===== config.mk =====
export PLATFORM = sky130hd
export DESIGN_NAME = fbl_ctrl
export DESIGN_NICKNAME = d
export VERILOG_FILES = /design/src/rtl/fbl_pkg.sv /design/src/rtl/fbl_ctrl.sv
export SDC_FILE = /design/constraint.sdc
export NUM_CORES = 1
export LEC_CHECK = 0
export BUFFER_PORTS_ARGS = -buffer_cell sky130_fd_sc_hd__buf_2
export CORE_AREA = 10 10 47 49
export CTS_BUF_LIST = sky130_fd_sc_hd__clkbuf_8
export CTS_CLUSTER_SIZE = 40
export DETAILED_ROUTE_END_ITERATION = 12
export DIE_AREA = 0 0 57 59
export PLACE_DENSITY = 0.69
export SETUP_SLACK_MARGIN = 0.05
export SLEW_MARGIN = 10
export SYNTH_ARGS = -nofsm -noshare
export SYNTH_HDL_FRONTEND = slang
export SYNTH_SLANG_ARGS = --single-unit
export TNS_END_PERCENT = 30

===== constraint.sdc =====
create_clock -name clk -period 1.2 [get_ports clk]
set_input_delay 0.06 -clock clk [delete_from_list [all_inputs] [get_ports clk]]
set_output_delay 0.06 -clock clk [all_outputs]
set_load 0.05 [all_outputs]

===== src/rtl/fbl_pkg.sv =====
// shared types and constants for the framed table bilinear lookup
package fbl_pkg;

	localparam int OP_BITS       = 2;
	localparam int IDX_BITS      = 14;
	localparam int SAMPLE_BITS   = 16;
	localparam int POS_BITS      = 17;
	localparam int FRAC_BITS     = 16;
	localparam int WCFG_BITS     = 11;
	localparam int HCFG_BITS     = 5;
	localparam int CFG_IDX_BITS  = 1;
	localparam int CFG_DATA_BITS = 11;

	localparam int DEF_MAX_WIDTH  = 1024;
	localparam int DEF_MAX_FRAMES = 16;

	localparam logic [WCFG_BITS-1:0] WIDTH_RESET  = WCFG_BITS'(1024);
	localparam logic [HCFG_BITS-1:0] FRAMES_RESET = HCFG_BITS'(1);

	typedef enum logic [OP_BITS-1:0] {
		OP_WRITE = 2'd0,
		OP_LERP1 = 2'd1,
		OP_LERP2 = 2'd2,
		OP_NONE  = 2'd3
	} op_t;

	typedef enum logic [CFG_IDX_BITS-1:0] {
		REG_WIDTH  = 1'd0,
		REG_FRAMES = 1'd1
	} cfg_reg_t;

	// step enables from the controller to the datapath
	typedef struct packed {
		logic       accept;
		logic       mul_pos;
		logic       sel;
		logic       base;
		logic       rd_en;
		logic [1:0] rd_slot;
		logic       cap_en;
		logic [1:0] cap_slot;
		logic       mul_x;
		logic       sum_x;
		logic       mul_y;
		logic       load_out;
	} fbl_cmd_t;

endpackage


===== src/rtl/fbl_ctrl.sv =====
// controller state machine sequencing one word at a time through the datapath
module fbl_ctrl (
	input  logic                           clk,
	input  logic                           arst_n,
	input  logic                           in_valid,
	input  logic [fbl_pkg::OP_BITS-1:0]    op,
	output logic                           in_ready,
	input  logic                           out_ready,
	output logic                           out_valid,
	output fbl_pkg::fbl_cmd_t              cmd
);
	import fbl_pkg::*;

	typedef enum logic [3:0] {
		ST_IDLE,
		ST_MUL_POS,
		ST_SEL,
		ST_BASE,
		ST_RD0,
		ST_RD1,
		ST_RD2,
		ST_RD3,
		ST_MUL_X,
		ST_SUM_X,
		ST_MUL_Y,
		ST_FINISH
	} state_t;

	state_t state_q;
	state_t state_nxt;
	logic   out_valid_q;
	logic   is_lookup;

	assign is_lookup = (op == OP_LERP1) || (op == OP_LERP2);
	assign in_ready  = (state_q == ST_IDLE);
	assign out_valid = out_valid_q;

	always_comb begin
		cmd       = '0;
		state_nxt = state_q;
		unique case (state_q)
			ST_IDLE: begin
				if (in_valid) begin
					cmd.accept = 1'b1;
					state_nxt  = is_lookup ? ST_MUL_POS : ST_FINISH;
				end
			end
			ST_MUL_POS: begin
				cmd.mul_pos = 1'b1;
				state_nxt   = ST_SEL;
			end
			ST_SEL: begin
				cmd.sel   = 1'b1;
				state_nxt = ST_BASE;
			end
			ST_BASE: begin
				cmd.base  = 1'b1;
				state_nxt = ST_RD0;
			end
			ST_RD0: begin
				cmd.rd_en   = 1'b1;
				cmd.rd_slot = 2'd0;
				state_nxt   = ST_RD1;
			end
			ST_RD1: begin
				cmd.rd_en    = 1'b1;
				cmd.rd_slot  = 2'd1;
				cmd.cap_en   = 1'b1;
				cmd.cap_slot = 2'd0;
				state_nxt    = ST_RD2;
			end
			ST_RD2: begin
				cmd.rd_en    = 1'b1;
				cmd.rd_slot  = 2'd2;
				cmd.cap_en   = 1'b1;
				cmd.cap_slot = 2'd1;
				state_nxt    = ST_RD3;
			end
			ST_RD3: begin
				cmd.rd_en    = 1'b1;
				cmd.rd_slot  = 2'd3;
				cmd.cap_en   = 1'b1;
				cmd.cap_slot = 2'd2;
				state_nxt    = ST_MUL_X;
			end
			ST_MUL_X: begin
				// last sample is taken straight from the read register
				cmd.mul_x = 1'b1;
				state_nxt = ST_SUM_X;
			end
			ST_SUM_X: begin
				cmd.sum_x = 1'b1;
				state_nxt = ST_MUL_Y;
			end
			ST_MUL_Y: begin
				cmd.mul_y = 1'b1;
				state_nxt = ST_FINISH;
			end
			ST_FINISH: begin
				if (!out_valid_q || out_ready) begin
					cmd.load_out = 1'b1;
					state_nxt    = ST_IDLE;
				end
			end
			default: state_nxt = ST_IDLE;
		endcase
	end

	always_ff @(posedge clk or negedge arst_n) begin
		if (!arst_n) begin
			state_q     <= ST_IDLE;
			out_valid_q <= 1'b0;
		end else begin
			state_q <= state_nxt;
			if (cmd.load_out) begin
				out_valid_q <= 1'b1;
			end else if (out_ready) begin
				out_valid_q <= 1'b0;
			end
		end
	end

endmodule


==> reports/results.tsv <==
stage	metric	value	unit
sta	Final Skew	0.00218	ns
placed_design	Final HPWL DP	1070	um
floorplanning	chip width	57	um
layout	final core utilization	0.658	
grt	GR Util All Layers	0.0854	
drt	DR WL/cell	14.0	um
yosys	Mapped Area	405	sq um
critical_path	Slowest-stage cell, CP	dfrtp_2	
yosys	post-synth cell types	29	
floorplanning	core area	1400	sq um
yosys	number of synthesized register bits	5	
sta	Pins Over Slew Limit	0	
status	status	complete, but fails checks	
critical_path	largest stage delay on the critical path	0.43	ns
drt	Pre-Repair DR Iteration Count	4	
grt	initial antenna violation count	0	
grt	largest net degree at the start of global routing	8	
grt	first-pass GRT wire length	2390	um
layout	Final Net Count	95	
sta	Period minus WS final	1.33	ns
clocking	clock tree root driver cell	clkbuf_8	
critical_path	flop2flop setup slack	0.03	ns
critical_path	worst-path maximum fanout	5	
critical_path	WP data arrival	1.27	ns
drt	WL met2	820	um
sta	Hold Vio Cnt, Final	0	
critical_path	CP Buf/Inv Count	1	
grt	vias in the first global route	532	
floorplanning	die area	3360	sq um
yosys	Mapped Nets	58	
clocking	Clock Pin Slew Worst Setup and Hold Paths	0.03	ns
drt	Vias	509	
sta	Max Freq	753	MHz
placed_design	GPL Wtd Cong	0.811	
critical_path	Crit path required time	1.14	ns
drt	Antenna Nets Post-Route	0	
critical_path	worst path cell trace	or2_4, nor3_4, buf_6	
floorplanning	Top Ports	22	
critical_path	family with the most delay on the worst path	flip-flops	
drt	DR top layer	met3	
yosys	synth warn	0	
clocking	clk sinks	5	
layout	P&R area growth vs syn	127	%
floorplanning	Core Rows	14	
placed_design	Port-buffer cells	21	
clocking	TritonCTS clock tree	yes	
floorplanning	Starting Density	0.289	
floorplanning	Chip Height	59	um
clocking	Num CTS Buffers	3	
yosys	ys flop type	dfrtp_1	
layout	layout cell share with drive strength beyond 1	0.784	
drt	routed metal-1 wirelength	541	um
yosys	Post-synth ARST share	1.00	
sta	Tcrit/Tclk final	1.11	
clocking	clk buf depth	2	
sta	RSZ-0062 raised after global routing	true	
grt	GR Overflow Total	0	
job	maxcap violations	0	
yosys	synthesized area per cell	7.80	sq um
yosys	Mapped Cells	52	
sta	Final setup viols	14	
sta	relative slew slack	0.825	
layout	n_diodes	0	
critical_path	CP Capture Type	primary output	
yosys	sequential share of the synthesized area	0.309	
status	failing checks	setup timing	
sta	setup ws final	-0.128	ns
clocking	htree depth	1	
layout	fillcell total	112	
placed_design	pre-CTS setup slack	-0.0418	ns
drt	DR WL met3	97	um
clocking	later-pin clock latency in the skew report	0.22	ns
drt	vias per cell	4.89	
yosys	Post-synth EDFFs	0	
drt	total wire length	1460	um
sta	Slew @ Worst Pin	0.262	ns
min_path	Hold Crit Class	primary input to flip-flop	
drt	initial DRC count	11	
critical_path	startpoint types	flip-flop	
critical_path	CP Class	flip-flop to primary output	
drt	Post-route DRC	0	
[path summary, 6_finish.rpt]
check / startpoint / endpoint / depth (start not counted)
max: state_q[2]$_DFFE_PN0P_ / in_ready / 3
min: in_valid / state_q[1]$_DFFE_PN0P_ / 3
max reg2reg: state_q[2]$_DFFE_PN0P_ / state_q[3]$_DFFE_PN0P_ / 3
min reg2reg: out_valid$_DFFE_PN0P_ / out_valid$_DFFE_PN0P_ / 2
max in group asynchronous: arst_n / state_q[2]$_DFFE_PN0P_ / 2
min in group asynchronous: arst_n / out_valid$_DFFE_PN0P_ / 2
[flip-flops by register name, indices dropped and copies added (netlist names)]
register,count
out_valid,1
state_q,4
[cells in the mapped netlist, drive strengths merged, types with 2 or more instances]
cell type,instances,area [sq um]
nand2,3,18.8
inv,3,11.3
nand3,2,10.0
nor2,12,45.0
dfrtp,5,125
buf,4,31.3
nor3,4,20.0
or2,2,12.5
nand2b,2,20.0
[worst register-to-register path: cells and delay by family (launching register included)]
kind | cells | cell delay, ns
AND/OR/NAND/NOR | 2 | 0.51
flip-flops | 1 | 0.43
AO/OA/AOI/OAI | 1 | 0.15
[kinds of logic after synthesis]
group                     count (synthesis)  share of synthesized area
AOI/OAI and AO/OA                         7                      0.133
xor gates and xnor gates                  2                     0.0432
buffers and inverters                     7                      0.105
DFF                                       5                      0.309
and+or+nand+nor                          31                      0.411
[final cells by class]
type	count	area [sq um]	share of cell area
Multi-Input combinational cell	40	367	0.398
Tap cell	16	20.0	0.0217
Inverter	3	15.0	0.0163
Sequential cell	5	131	0.142
Clock buffer	3	41.3	0.0448
Clock inverter	1	3.75	0.00407
Timing Repair Buffer	36	344	0.373
[cells in the final DEF, fill, tap and decap left out, types with 2 or more instances in the layout]
cell type / count
inv_1: 2
nor3_4: 3
clkbuf_8: 3
buf_2: 6
nor2_2: 5
buf_6: 15
buf_8: 4
nor2_4: 6
dfrtp_2: 5
nand3_1: 2
buf_4: 10
[metrics by stage]
step | hold slack (ns) | instance area (sq um) | TNS [ns] | cells
after floorplan | -0.236 | 518 | -0.314 | 52
after global placement | -0.120 | 688 | -0.0926 | 97
after detailed placement | -0.121 | 688 | -0.201 | 97
after CTS | 0.137 | 881 | -1.26 | 104
after global routing | 0.170 | 922 | -1.81 | 104
final | 0.142 | 922 | -1.15 | 104
[repair_timing]
item | CTS | global route
pin swaps | 5 | 2
setup buffers | 2 | 0
resized for setup | 41 | 14
hold buffers | 1 | 0
endpoints found under the setup margin | 18 | 18
endpoints found under the hold margin | 5 | 0
[per-layer routing]
layer	GRT usage	vias to the layer above
li1	-	247
met1	0.0934	244
met2	0.143	18
met3	0.0451	0
met4	0.0201	0
met5	0	-
Power is left out: the tool's default activity adds up to more than one toggle a clock period on the data nets, which glitch-free logic cannot reach.
